`config.mk`:
```
export PLATFORM = sky130hd
export DESIGN_NAME = rtsm_ram
export DESIGN_NICKNAME = d
export VERILOG_FILES = /design/src/rtl/core/rtsm_ram.sv
export SDC_FILE = /design/constraint.sdc
export NUM_CORES = 2
export LEC_CHECK = 0
export BUFFER_PORTS_ARGS = -buffer_cell sky130_fd_sc_hd__buf_4
export CAP_MARGIN = 20
export CORE_MARGIN = 2
export CORE_UTILIZATION = 55
export DETAILED_ROUTE_END_ITERATION = 8
export GPL_ROUTABILITY_DRIVEN = 0
export PLACE_DENSITY = 0.68
export SYNTH_ARGS = -nofsm -noshare
export SYNTH_HDL_FRONTEND = slang
export SYNTH_SLANG_ARGS = --single-unit
```
`constraint.sdc`:
```
create_clock -name clk -period 2.6 [get_ports clk]
set_input_delay 0 -clock clk [delete_from_list [all_inputs] [get_ports clk]]
set_output_delay 0 -clock clk [all_outputs]
set_load 0.1 [all_outputs]
```
`src/rtl/core/rtsm_ram.sv`:
```
// ---------------------------------------------------------------------------
// rtsm_ram
// Simple dual-port synchronous ram, one write and one registered read port.
// ---------------------------------------------------------------------------
module rtsm_ram #(
	parameter int AW = 8,
	parameter int DW = 8
) (
	input  logic          clk,
	input  logic          we,
	input  logic [AW-1:0] waddr,
	input  logic [DW-1:0] wdata,
	input  logic [AW-1:0] raddr,
	output logic [DW-1:0] rdata
);

	logic [DW-1:0] mem [2**AW];

	always_ff @(posedge clk) begin
		if (we) begin
			mem[waddr] <= wdata;
		end
	end

	always_ff @(posedge clk) begin
		rdata <= mem[raddr];
	end

endmodule

```
==> flow_summary_export.csv <==
group,metric,value,unit
status,run_status,"finished clean",
floorplan,chipHeight,384,microns
synthesis,syn_nets,3759,
setup_path,worstPathRequired,3.29,ns
setup_path,crit-reg2reg-launch,"mem[15][1]",
worst_hold_path,hold_path_startpoint,"raddr[5]",
global_routing,overflow,0,
cts,max-clock-path-buffers,3,
placed_design,place_inst,6041,
setup_path,timing.critical_path.mode_cell,"nor4_1",
routing,drc,0,
cts,worstSkewPairLatency,0.82,ns
cts,cts_tree,"yes",
synthesis,synth_top_area_share,0.773,
sta,timing_max_transition_violations_final,0,
floorplan,floorplan.die_area,148000,sq um
placed_design,post-dp-hpwl,126000,microns
routing,detail_route.first_pass.iterations,6,
synthesis,synth.top_cells.by_area,"edfxtp_1 77%, mux4_2 13%, mux2i_1 1.7%",
routing,drt-total-wl,197000,microns
synthesis,yosys.cell_types.count,55,
placed_design,numPortBuffers,33,
synthesis,syn_inst,3733,
synthesis,cell_type_with_the_highest_aggregate_area_in_the_netlist,"edfxtp_1",
sta,final.hold.worst_slack,0.127,ns
cts,clockRootBuffer,"clkbuf_16",
routing,via_count,41088,
pwr,cellPowerDensity,738,nW/um^2
routing,detail_route.wl_per_cell,30.6,microns
pwr,power,0.0686,W
global_routing,number_of_antenna_violations_at_the_first_check_in_global_routing,4,
sta,fin_crit_sh,0.994,
worst_hold_path,hold_path_class,"in -> reg",
synthesis,yosys_warnings,0,
setup_path,crit-reg2reg-capture,"rdata[1]",
setup_path,startpoint_type,"flop",
floorplan,core_area,144000,sq um
cts,tritoncts.num_buffers,197,
setup_path,critPathMaxStageDelay,0.85,ns
floorplan,die-width,384,microns
cells_and_area,instances_no_fill,6429,
synthesis,ys.flop_type,"edfxtp_1",
routing,drt-vias-per-instance,6.39,
setup_path,rr_worst_depth,6,
routing,antenna_violating_nets_left,0,
synthesis,post_synth.cell_area_avg,21.3,sq um
sta,finalSetupViolations,0,
synthesis,post_synth_instance_area,79600,sq um
synthesis,synth_enable_flop_cells,2048,
pwr,total_leakage_power,30.0,nW
sta,hold_viol_final,0,
floorplan,top_level_ports,34,
sta,max_slew_margin,0.344,
worst_hold_path,min_to,"rdata[6]",
cells_and_area,post_route_cells_drive_above_1_share,0.306,
sta,timing.clock.skew,0.0307,ns
floorplan,start_util,0.554,
global_routing,global_route_usage_sum,0.270,
synthesis,synth_seq_area_share,0.775,
setup_path,critical_path_peak_fanout,1,
cells_and_area,layout-area-overhead-vs-synth,16.7,%
global_routing,global_route_wire_length_before_repair,285000,microns
sta,final.min_clock_period,2.58,ns
cts,cts.sink_count,2056,
pwr,peak_vdd_ir,0.645,mV
global_routing,via_count_of_the_first_global_routing_pass,40712,
global_routing,largest_net_degree_at_the_start_of_global_routing,110,
cts,clkSlewWorstSetupHoldPaths,0.06,ns
setup_path,cp_cell_sequence,"mux4_2 -> a22oi_1 -> a21oi_1 -> nor4_1 -> buf_4 -> nor4_1",
run,max-cap-violations,0,
cells_and_area,finalNetCount,4386,
floorplan,std_cell_rows,139,
sta,max_freq,0.387,GHz
worst_hold_path,hold-path-cell-count,6,
setup_path,reg2reg_slack,0.02,ns
routing,drt_first_iter_violations,5404,
synthesis,synth_top_cells_by_count,"2048 x edfxtp_1, 454 x mux4_2, 282 x nor2_1, 134 x mux2i_1, 133 x a22oi_1",
synthesis,cell_with_the_most_instances_after_synthesis,"edfxtp_1",
cts,cts-htree-levels,4,
setup_path,crit_slowest_cell,"nor4_1",
synthesis,ys_async_rst_share,0,
setup_path,arrival,3.27,ns
sta,worst-slew-pin-transition,0.974,ns
sta,rsz_0062_raised_after_global_routing,"no",
synthesis,postSynthRegisterBits,2056,
setup_path,worstSetupPathType,"reg -> reg",
setup_path,critical_path.endpoint_type,"flop",
## power breakdown
group          switching [W]  leakage, nW  internal (W)
Clock                 0.0119         3.05        0.0161
Sequential         0.0000818         18.5        0.0365
Combinational        0.00243         8.47       0.00150
Total                 0.0145         30.0        0.0541
## what timing repair did
| action | in CTS | in global routing |
|---|---|---|
| gates resized for setup | 5 | 3 |
| buffers inserted | 0 | 0 |
| endpoints found under the setup margin | 4 | 2 |
| hold buffers | 23 | 0 |
| endpoints found under the hold margin | 2068 | 0 |
## routing by layer
metal	GRT usage	wire, microns
met1	0.396	76900
met2	0.412	92200
met3	0.0605	21300
met4	0.0830	6150
met5	0	0
## area by class of cell
cell class / count / area (sq um)
Sequential cell: 2056 / 61700
Fill cell: 9567 / 50800
Multi-Input combinational cell: 1442 / 16600
Timing Repair Buffer: 661 / 5960
Clock buffer: 254 / 5250
Tap cell: 1903 / 2380
Clock inverter: 108 / 1060
Inverter: 2 / 7.51
Antenna cell: 3 / 7.51
## stage by stage
stage / cell area (sq um) / utilization / TNS (ns) / worst slack, ns
final: 92900 / 0.647 / 0 / 0.0159
after global placement: 86300 / 0.601 / -4.74 / -1.18
after global routing: 92900 / 0.646 / 0 / 0.0485
after floorplan: 79600 / - / 0 / 0.662
after detailed placement: 86300 / 0.601 / -3.73 / -0.740
after CTS: 92800 / 0.646 / 0 / 0.000616
## critical path, delay by kind of cell (launching register included)
kind / cells / cell delay (ns)
AO/OA/AOI/OAI: 2 / 0.48
flip-flops: 1 / 0.37
buffers and inverters: 1 / 0.24
multiplexers: 1 / 0.48
AND/OR/NAND/NOR: 2 / 0.89
## cells by family (layout without fill, tap and decap cells)
group                  Yosys count  count (layout)  synth area share
flip-flops                    2056            2056             0.775
multiplexers                   591             591             0.146
AND/OR/NAND/NOR                466             466            0.0263
AO/OA/AOI/OAI                  385             385            0.0342
buffers and inverters          235            1025            0.0183
other                            0               3                 0
## placed cells by master, fill, tap and decap left out, drive strengths merged, types with 28 or more instances in the layout
cell	instances
a21oi	96
mux4	456
clkbuf	255
clkinv	81
nor2b	31
edfxtp	2048
o221ai	47
mux2i	134
nor2	282
buf	637
nand3	34
nand2	33
o22ai	28
a22oi	133
## sequential cells by signal, indices dropped and copies added (netlist names)
register and count:
rdata 8, mem 2048
## how the worst max path moves through the flow
stage,startpoint,endpoint,slack (ns)
2_1_floorplan,raddr[0],rdata[2],0.66
3_5_place_dp,raddr[0],rdata[5],-0.74
4_1_cts,mem[211][3],rdata[3],0.0006
6_report,mem[15][1],rdata[1],0.02
5_1_grt,mem[82][0],rdata[0],0.05
3_3_place_gp,raddr[0],rdata[6],-1.18
No activity file was read; power rests on OpenSTA's default activity.
