File: src/rtl/core/rtsm_pkg.sv
// ---------------------------------------------------------------------------
// rtsm_pkg
// Shared types and codes of the radix tree size map.
// ---------------------------------------------------------------------------
package rtsm_pkg;

	localparam int BYTE_W = 8;
	localparam int CNT_W  = 9;

	localparam logic [1:0] FN_INSERT = 2'd0;
	localparam logic [1:0] FN_REMOVE = 2'd1;
	localparam logic [1:0] FN_LOOKUP = 2'd2;

	localparam logic [1:0] STS_OK        = 2'd0;
	localparam logic [1:0] STS_ABSENT    = 2'd1;
	localparam logic [1:0] STS_OVERWROTE = 2'd2;
	localparam logic [1:0] STS_FULL      = 2'd3;

	typedef enum logic [11:0] {
		S_CLEAR   = 12'b0000_0000_0001,
		S_IDLE    = 12'b0000_0000_0010,
		S_WRD     = 12'b0000_0000_0100,
		S_WCHK    = 12'b0000_0000_1000,
		S_IINC_RD = 12'b0000_0001_0000,
		S_IINC_WR = 12'b0000_0010_0000,
		S_IALLOC  = 12'b0000_0100_0000,
		S_ILEAF   = 12'b0000_1000_0000,
		S_RCRD    = 12'b0001_0000_0000,
		S_RCWR    = 12'b0010_0000_0000,
		S_RESP    = 12'b0100_0000_0000,
		S_SPARE   = 12'b1000_0000_0000
	} state_t;

	typedef struct packed {
		logic take;
		logic give;
	} pool_req_t;

	typedef struct packed {
		logic grant;
	} pool_rsp_t;

endpackage

File: src/rtl/core/rtsm_node_pool.sv
// ---------------------------------------------------------------------------
// rtsm_node_pool
// Free map of tree nodes; hands out the lowest free node, 32 nodes a cycle.
// ---------------------------------------------------------------------------
module rtsm_node_pool import rtsm_pkg::*; #(
	parameter int NODES = 64,
	parameter int NB    = 6,
	parameter int FW    = 7
) (
	input  logic          clk,
	input  logic          arst_n,
	input  pool_req_t     req,
	input  logic [NB-1:0] give_idx,
	output pool_rsp_t     rsp,
	output logic [NB-1:0] grant_idx,
	output logic [FW-1:0] free_cnt
);

	localparam int CH   = (NODES + 31) / 32;
	localparam int CWI  = (CH > 1) ? $clog2(CH) : 1;
	localparam int PADW = CH * 32;

	logic [NODES-1:0] free_q;
	logic [FW-1:0]    cnt_q;
	logic [CWI-1:0]   chk_q;
	logic [PADW-1:0]  pad;
	logic [31:0]      chunk;
	logic             hit;
	logic [4:0]       pos;

	assign pad   = PADW'(free_q);
	assign chunk = pad[chk_q*32 +: 32];

	always_comb begin
		hit = 1'b0;
		pos = 5'd0;
		for (int i = 31; i >= 0; i--) begin
			if (chunk[i]) begin
				hit = 1'b1;
				pos = 5'(i);
			end
		end
	end

	assign grant_idx = NB'({chk_q, pos});
	assign rsp.grant = req.take & hit;
	assign free_cnt  = cnt_q;

	always_ff @(posedge clk or negedge arst_n) begin
		if (!arst_n) begin
			free_q <= '1;
			cnt_q  <= FW'(NODES);
			chk_q  <= '0;
		end else begin
			if (rsp.grant) begin
				free_q[grant_idx] <= 1'b0;
				cnt_q             <= cnt_q - FW'(1);
				chk_q             <= '0;
			end else if (req.take) begin
				// no free node in this chunk, move on
				if (chk_q == CWI'(CH - 1)) begin
					chk_q <= '0;
				end else begin
					chk_q <= chk_q + CWI'(1);
				end
			end
			if (req.give) begin
				free_q[give_idx] <= 1'b1;
				cnt_q            <= cnt_q + FW'(1);
			end
		end
	end

endmodule

File: config.mk
export PLATFORM = sky130hd
export DESIGN_NAME = rtsm_node_pool
export DESIGN_NICKNAME = d
export VERILOG_FILES = /design/src/rtl/core/rtsm_pkg.sv /design/src/rtl/core/rtsm_node_pool.sv
export SDC_FILE = /design/constraint.sdc
export NUM_CORES = 1
export LEC_CHECK = 0
export ABC_CLOCK_PERIOD_IN_PS = 7300
export BUFFER_PORTS_ARGS = -buffer_cell sky130_fd_sc_hd__buf_2
export CAP_MARGIN = 40
export CORE_ASPECT_RATIO = 0.8
export CORE_MARGIN = 5
export CORE_UTILIZATION = 30
export CTS_CLUSTER_DIAMETER = 30
export DETAILED_ROUTE_END_ITERATION = 8
export GPL_TIMING_DRIVEN = 1
export PLACE_DENSITY = 0.54
export SLEW_MARGIN = 20
export SYNTH_ARGS = -nofsm -noshare
export SYNTH_HDL_FRONTEND = slang
export SYNTH_SLANG_ARGS = --single-unit
File: constraint.sdc
create_clock -name clk -period 7.3 [get_ports clk]
set_clock_uncertainty 0.05 [all_clocks]
set_input_delay 0.73 -clock clk [delete_from_list [all_inputs] [get_ports clk]]
set_output_delay 0.73 -clock clk [all_outputs]
set_load 0.02 [all_outputs]
==> results.sh, run 1 <==
export IMPL_antenna_found_initial=0
export IMPL_critical_path_cell_chain="buf_12 -> nor3b_1 -> o21ai_0 -> o311ai_0 -> nand2_1 -> inv_1 -> buf_2"
export IMPL_tightest_slew_ns=0.768
export IMPL_setup_violations=0
export IMPL_synth_ff_latch_count=72
export IMPL_stdcell_area_sq_mm=0.00509
export IMPL_cts_root_buf="clkbuf_16"
export IMPL_die_area_sq_mm=0.0174
export IMPL_drc=0
export IMPL_fmax_mhz=221
export IMPL_fin_crit_sh=0.621
export IMPL_portBuffers=23
export IMPL_r2r_end="free_q[55]$_DFF_PN1_"
export IMPL_worstPathRequired_ns=6.52
export IMPL_postCtsHoldBufs=0
export IMPL_synth_ff_type="dfstp_2"
export IMPL_max_slew_margin=0.483
export IMPL_drive_gt1_frac=0.249
export IMPL_crit_type="reg -> out"
export IMPL_antenna_cells=0
export IMPL_worst_path_max_fanout=44
export IMPL_yosys_warnings=0
export IMPL_synth_avg_cell_area_sq_um=8.97
export IMPL_via_per_inst=5.87
export IMPL_cts_tree="built"
export IMPL_cp_end_kind="output port"
export IMPL_grt_total_usage=0.166
export IMPL_r2r_start="chk_q$_DFFE_PN0P_"
export IMPL_htreeDepth=3
export IMPL_fin_crit_ns=4.53
export IMPL_leakage_nw=2.10
export IMPL_row_count=39
export IMPL_async_reset_ff_frac=1.00
export IMPL_dp_hpwl_um=10600
export IMPL_synth_cell_area_sq_mm=0.00447
export IMPL_area_growth_synth_to_final_pct=13.9
export IMPL_syn_nets=514
export IMPL_start_kind="register"
export IMPL_drt_iter0_markers=385
export IMPL_run_status="complete, no violations"
export IMPL_synthCells=498
export IMPL_path_delay_family="buffers and inverters"
export IMPL_slew_violations=0
export IMPL_cts_buffers=9
export IMPL_arrival_ns=3.75
export IMPL_ant_nets=0
export IMPL_slowest_stage="inv_1"
export IMPL_start_util=0.309
export IMPL_vias=4076
export IMPL_clkTransAtPathRegs_ns=0.06
export IMPL_core_sq_mm=0.0144
export IMPL_r2r_cells=8
export IMPL_wl_um=14400
export IMPL_nets=521
export IMPL_clock_path_buffers=2
export IMPL_clk_latency_ns=0.34
export IMPL_post_cts_buffers=0
export IMPL_hold_class="in -> async"
export IMPL_ctsResizeCount=0
export IMPL_cp_num_buf_inv=3
export IMPL_ir_worst_vdd_uv=163
export IMPL_max_stage_delay_ns=0.73
export IMPL_io_pins=24
export IMPL_dpl_cell_area_sq_mm=0.00476
export IMPL_cts_sinks=72
export IMPL_synth_edff_count=0
export IMPL_yosysSeqAreaShare=0.422
export IMPL_hold_viol_final=0
export IMPL_ys_types=66
export IMPL_power_density_mw_per_mm2=364
export IMPL_first_pass_iters=5
export IMPL_place_gp_congestion=0.864
export IMPL_grt_pass1_vias=3867
export IMPL_grt_max_degree=45
export IMPL_cap_violations=0
export IMPL_grt_setup_unrepaired="false"
export IMPL_finalSetupTns_ns=0
export IMPL_rrSetupSlack_ns=3.29
export IMPL_routedWlPerCell_um=20.8
export IMPL_grt_overflow=0
export IMPL_die_w_um=146
export IMPL_grt_first_pass_wirelength_um=22700
export IMPL_die_h_um=119
-- state kept, by name (all words and copies together) (netlist names) --
register  count
free_cnt      7
chk_q         1
free_q       64
-- cells by family after synthesis --
kind of cell             share of synthesized area
XOR/XNOR                                    0.0118
AND/OR/NAND/NOR                              0.203
buffers and inverters                       0.0706
multiplexers                                0.0120
AO/OA/AOI/OAI                                0.263
flip-flops                                   0.422
adder cells (fa/ha/maj)                     0.0185
-- through the flow --
stage	utilization	instances	setup WS [ns]	total power (W)	hold slack, ns
after floorplan	-	498	3.97	0.00110	0.384
after global placement	0.326	676	2.93	0.00132	0.439
after detailed placement	0.329	678	3.25	0.00134	0.449
final	0.352	694	2.77	0.00185	0.380
after global routing	0.352	694	2.52	0.00195	0.417
after CTS	0.352	694	2.88	0.00184	0.393
-- cells in the final DEF (no fill, tap or decap), drive strengths merged, types with 12 or more instances in the layout --
master  instances
buf            30
nor2           33
or3            12
o221ai         13
nand4          12
a21oi          28
o41ai          26
dfstp          65
nor3           15
nand2          25
inv            41
o21ai          52
nand3          13
-- where the power goes --
part	switching, W	internal, W
sequential	0.0000802	0.000525
combinational	0.000527	0.000222
clock	0.000184	0.000310
total	0.000792	0.00106
-- layout make-up --
cell class	count	area, sq um
Clock buffer	10	239
Fill cell	1467	9360
Timing Repair Buffer	30	200
Sequential cell	72	1880
Tap cell	184	230
Clock inverter	6	91.3
Inverter	41	159
Multi-Input combinational cell	351	2280
-- routing by layer --
layer	vias to the layer above	track usage	wire [um]
met1	2034	0.249	6950
li1	1886	-	-
met2	132	0.240	6350
met4	0	0.0494	279
met5	-	0	0
met3	24	0.0334	842
-- worst max path at each step --
stage | from | endpoint | slack, ns | cells after the start
after floorplan | chk_q$_DFFE_PN0P_ | grant_idx[0] | 3.97 | 10
final | chk_q$_DFFE_PN0P_ | grant_idx[2] | 2.77 | 7
after global routing | chk_q$_DFFE_PN0P_ | grant_idx[2] | 2.52 | 8
after global placement | chk_q$_DFFE_PN0P_ | grant_idx[2] | 2.93 | 7
after detailed placement | chk_q$_DFFE_PN0P_ | grant_idx[2] | 3.25 | 7
after CTS | chk_q$_DFFE_PN0P_ | grant_idx[2] | 2.88 | 7
-- cells in the mapped netlist (4+ instances only) --
| cell | count | area share |
|---|---|---|
| o21ai_0 | 52 | 0.058 |
| a211oi_1 | 6 | 0.010 |
| xnor2_1 | 4 | 0.0078 |
| or3_1 | 12 | 0.017 |
| clkbuf_1 | 19 | 0.016 |
| nand2_1 | 25 | 0.021 |
| nand2b_1 | 8 | 0.011 |
| nand4_1 | 12 | 0.017 |
| o221ai_1 | 13 | 0.025 |
| buf_2 | 8 | 0.0090 |
| nor2_1 | 33 | 0.028 |
| or3b_2 | 5 | 0.0098 |
| ha_1 | 5 | 0.014 |
| a21o_1 | 4 | 0.0067 |
| nor2b_1 | 7 | 0.0098 |
| inv_1 | 40 | 0.034 |
| nand3_1 | 13 | 0.015 |
| a21oi_1 | 28 | 0.031 |
| and4_1 | 5 | 0.0098 |
| nor3_1 | 15 | 0.017 |
| dfrtp_1 | 7 | 0.039 |
| dfstp_2 | 65 | 0.38 |
| o22ai_1 | 7 | 0.0098 |
| o41ai_1 | 26 | 0.051 |
| nor3b_1 | 10 | 0.017 |
Power figures use the tool's default switching activity.
==> run 2: changes to the inputs <==
Settings changed: ABC_AREA set to 1, ABC_CLOCK_PERIOD_IN_PS 7300 to 4400.
Clock period 7.3 ns to 4.4 ns, I/O delays scaled along.
==> run 2 against run 1 <==
Non-clock buffer count rose by 18; final area rose by 7.4%; synthesized cell count rose by 25%.
==> results.sh, run 2 <==
export IMPL_wl_um=14800
export IMPL_io_pins=24
export IMPL_grt_pass1_vias=4370
export IMPL_core_sq_mm=0.0156
export IMPL_place_inst=854
export IMPL_tightest_slew_ns=0.751
export IMPL_first_pass_iters=5
export IMPL_synth_fa_ha_area_frac=0.0175
export IMPL_synth_top_family_by_area="simple AND/OR/NAND/NOR gates"
export IMPL_syn_nets=640
export IMPL_slowest_stage="dfrtp_4"
export IMPL_fmax_mhz=254
export IMPL_drt_iter0_markers=464
export IMPL_synthXorXnorAreaFrac=0.0111
export IMPL_crit_type="reg -> out"
export IMPL_final_common_cell="nand2_1"
export IMPL_max_slew_margin=0.497
export IMPL_die_h_um=122
export IMPL_antenna_cells=0
export IMPL_grt_max_degree=46
export IMPL_start_kind="register"
export IMPL_drive_gt1_frac=0.252
export IMPL_synth_common_cells="nand2_1 (228), nand4_1 (68), nand3_1 (66), dfstp_2 (65), nor2_1 (32)"
export IMPL_drc=0
export IMPL_clk_latency_ns=0.34
export IMPL_grt_first_pass_wirelength_um=23900
export IMPL_cts_tree="built"
export IMPL_hold_class="in -> reg"
export IMPL_pwr_share_comb=0.498
export IMPL_muxShareOfSynthArea=0.0543
export IMPL_fill_cells=1622
export IMPL_die_w_um=150
export IMPL_clock_path_buffers=2
export IMPL_routedWlPerCell_um=17.0
export IMPL_clkTransAtPathRegs_ns=0.06
export IMPL_fin_crit_sh=0.895
export IMPL_yosys_area_share_simple=0.411
export IMPL_cts_buffers=9
export IMPL_worstPathRequired_ns=3.91
export IMPL_seq_area_sq_mm=0.00189
export IMPL_nets=667
export IMPL_fin_cells=871
export IMPL_start_util=0.303
export IMPL_slew_violations=0
export IMPL_cts_sinks=72
export IMPL_multi_input_area_sq_mm=0.00256
export IMPL_p_sw_w=0.00193
export IMPL_cap_violations=0
export IMPL_synth_cell_area_sq_mm=0.00472
export IMPL_crit_top_cell="nand2_1"
export IMPL_final_cell_mix="nand2_1 (228), nand4_1 (68), nand3_1 (66), dfstp_2 (65), nor2_1 (32)"
export IMPL_synth_avg_cell_area_sq_um=7.57
export IMPL_row_count=41
export IMPL_grt_setup_unrepaired="false"
export IMPL_async_reset_ff_frac=1.00
export IMPL_synthCells=624
export IMPL_largest_register="free_q"
export IMPL_ys_types=40
export IMPL_synth_compound_gate_area_share=0.0352
export IMPL_max_stage_delay_ns=0.57
export IMPL_pwr_share_clk=0.202
export IMPL_netlist_area_leader_share=0.362
export IMPL_p_seq_frac=0.300
export IMPL_hold_viol_final=0
export IMPL_antenna_found_initial=0
export IMPL_largest_reg_flops=64
export IMPL_die_area_sq_mm=0.0184
export IMPL_place_gp_congestion=0.912
export IMPL_portBuffers=23
export IMPL_synth_ff_type="dfstp_2"
export IMPL_vias=4563
export IMPL_synth_edff_count=0
export IMPL_fin_crit_ns=3.94
export IMPL_ir_worst_vdd_uv=318
export IMPL_leakage_nw=2.37
export IMPL_ant_nets=0
export IMPL_via_per_inst=5.24
export IMPL_p_sw_frac=0.476
export IMPL_setup_violations=0
export IMPL_grt_total_usage=0.168
export IMPL_finalSetupTns_ns=0
export IMPL_htreeDepth=3
export IMPL_power_density_mw_per_mm2=742
export IMPL_synth_area_leaders="dfstp_2 (36%), nand2_1 (18%), nand4_1 (9.0%)"
export IMPL_run_status="complete, no violations"
export IMPL_p_int_w=0.00212
export IMPL_dp_hpwl_um=10400
export IMPL_worst_path_max_fanout=33
export IMPL_yosysMostFrequentCell="nand2_1"
export IMPL_cts_root_buf="clkbuf_16"
export IMPL_synth_ff_latch_count=72
export IMPL_area_growth_synth_to_final_pct=15.6
export IMPL_cp_end_kind="output port"
export IMPL_arrival_ns=3.45
export IMPL_grt_overflow=0
export IMPL_yosysSeqAreaShare=0.399
export IMPL_yosys_warnings=0
export IMPL_synth_top_cell_by_area="dfstp_2"
[run 2: changes by cell type after synthesis, moves of 9 or more]
cell,change
o41ai_1,-26
inv_2,+9
o21ai_0,-51
or3_1,-12
inv_1,-19
nand3_1,+53
o221ai_1,-13
a21oi_1,-20
nor3b_1,-10
nand2_1,+203
mux2i_1,+20
nand4_1,+56
[run 2: layout make-up]
type,instances,share of cell area
Sequential cell,72,0.346
Clock inverter,6,0.0165
Multi-Input combinational cell,489,0.469
Tap cell,215,0.0493
Inverter,31,0.0222
Timing Repair Buffer,48,0.0538
Clock buffer,10,0.0438
[run 2: per-stage QoR]
| step | util | hold WS, ns | total power (W) | setup slack (ns) | instance area, sq um |
|---|---|---|---|---|---|
| finish | 0.350 | 0.302 | 0.00405 | 0.460 | 5460 |
| CTS | 0.349 | 0.297 | 0.00401 | 0.192 | 5440 |
| global route | 0.350 | 0.322 | 0.00433 | 0.0643 | 5460 |
| global placement | 0.323 | 0.403 | 0.00315 | 0.666 | 5040 |
| detailed placement | 0.327 | 0.407 | 0.00318 | 0.576 | 5110 |
| floorplan | - | 0.0944 | 0.00268 | 1.49 | 4720 |
[run 2: per-layer routing]
layer,GRT usage,vias up,routed length (um)
met5,0,-,0
met4,0.0554,0,267
met3,0.0413,24,1100
met2,0.248,180,6360
met1,0.239,2181,7060
li1,-,2178,-
[run 2: path summary, 6_finish.rpt]
check	from	endpoint	slack, ns	cells after the start
hold / removal	req[1]	chk_q$_DFFE_PN0P_	0.30	2
setup reg to reg	chk_q$_DFFE_PN0P_	free_q[31]$_DFF_PN1_	0.98	37
hold reg to reg	free_q[36]$_DFF_PN1_	free_q[36]$_DFF_PN1_	0.42	2
min in group asynchronous	arst_n	free_q[28]$_DFF_PN1_	0.43	1
setup / recovery	chk_q$_DFFE_PN0P_	grant_idx[0]	0.46	36
max in group asynchronous	arst_n	chk_q$_DFFE_PN0P_	3.17	2
[run 2: kinds of logic (layout without fill, tap and decap cells)]
logic type	Yosys count	count (layout)
buffers and inverters	63	95
DFF	72	72
adders and majority gates	6	6
AOI/OAI and AO/OA	27	27
muxes	25	25
xor gates and xnor gates	6	6
and+or+nand+nor	425	425
[run 2: worst max-delay path: cells and delay by family (launching register included)]
| family | cells | cell delay (ns) |
|---|---|---|
| simple gates | 33 | 2.01 |
| flops | 1 | 0.57 |
| buf+inv | 3 | 0.49 |
[run 2: timing repair]
action / 4_1_cts / 5_1_grt
hold buffers: 0 / 0
buffers inserted: 0 / 1
gates resized for setup: 0 / 3
endpoints found under the setup margin: 0 / 1
[run 2: power by group through the flow]
stage / sequential [W] / combinational, W / clock [W]
final: 0.00122 / 0.00202 / 0.000817
after detailed placement: 0.00122 / 0.00196 / 0
after floorplan: 0.00119 / 0.00148 / 0
after CTS: 0.00122 / 0.00196 / 0.000827
after global placement: 0.00124 / 0.00191 / 0
after global routing: 0.00125 / 0.00222 / 0.000860
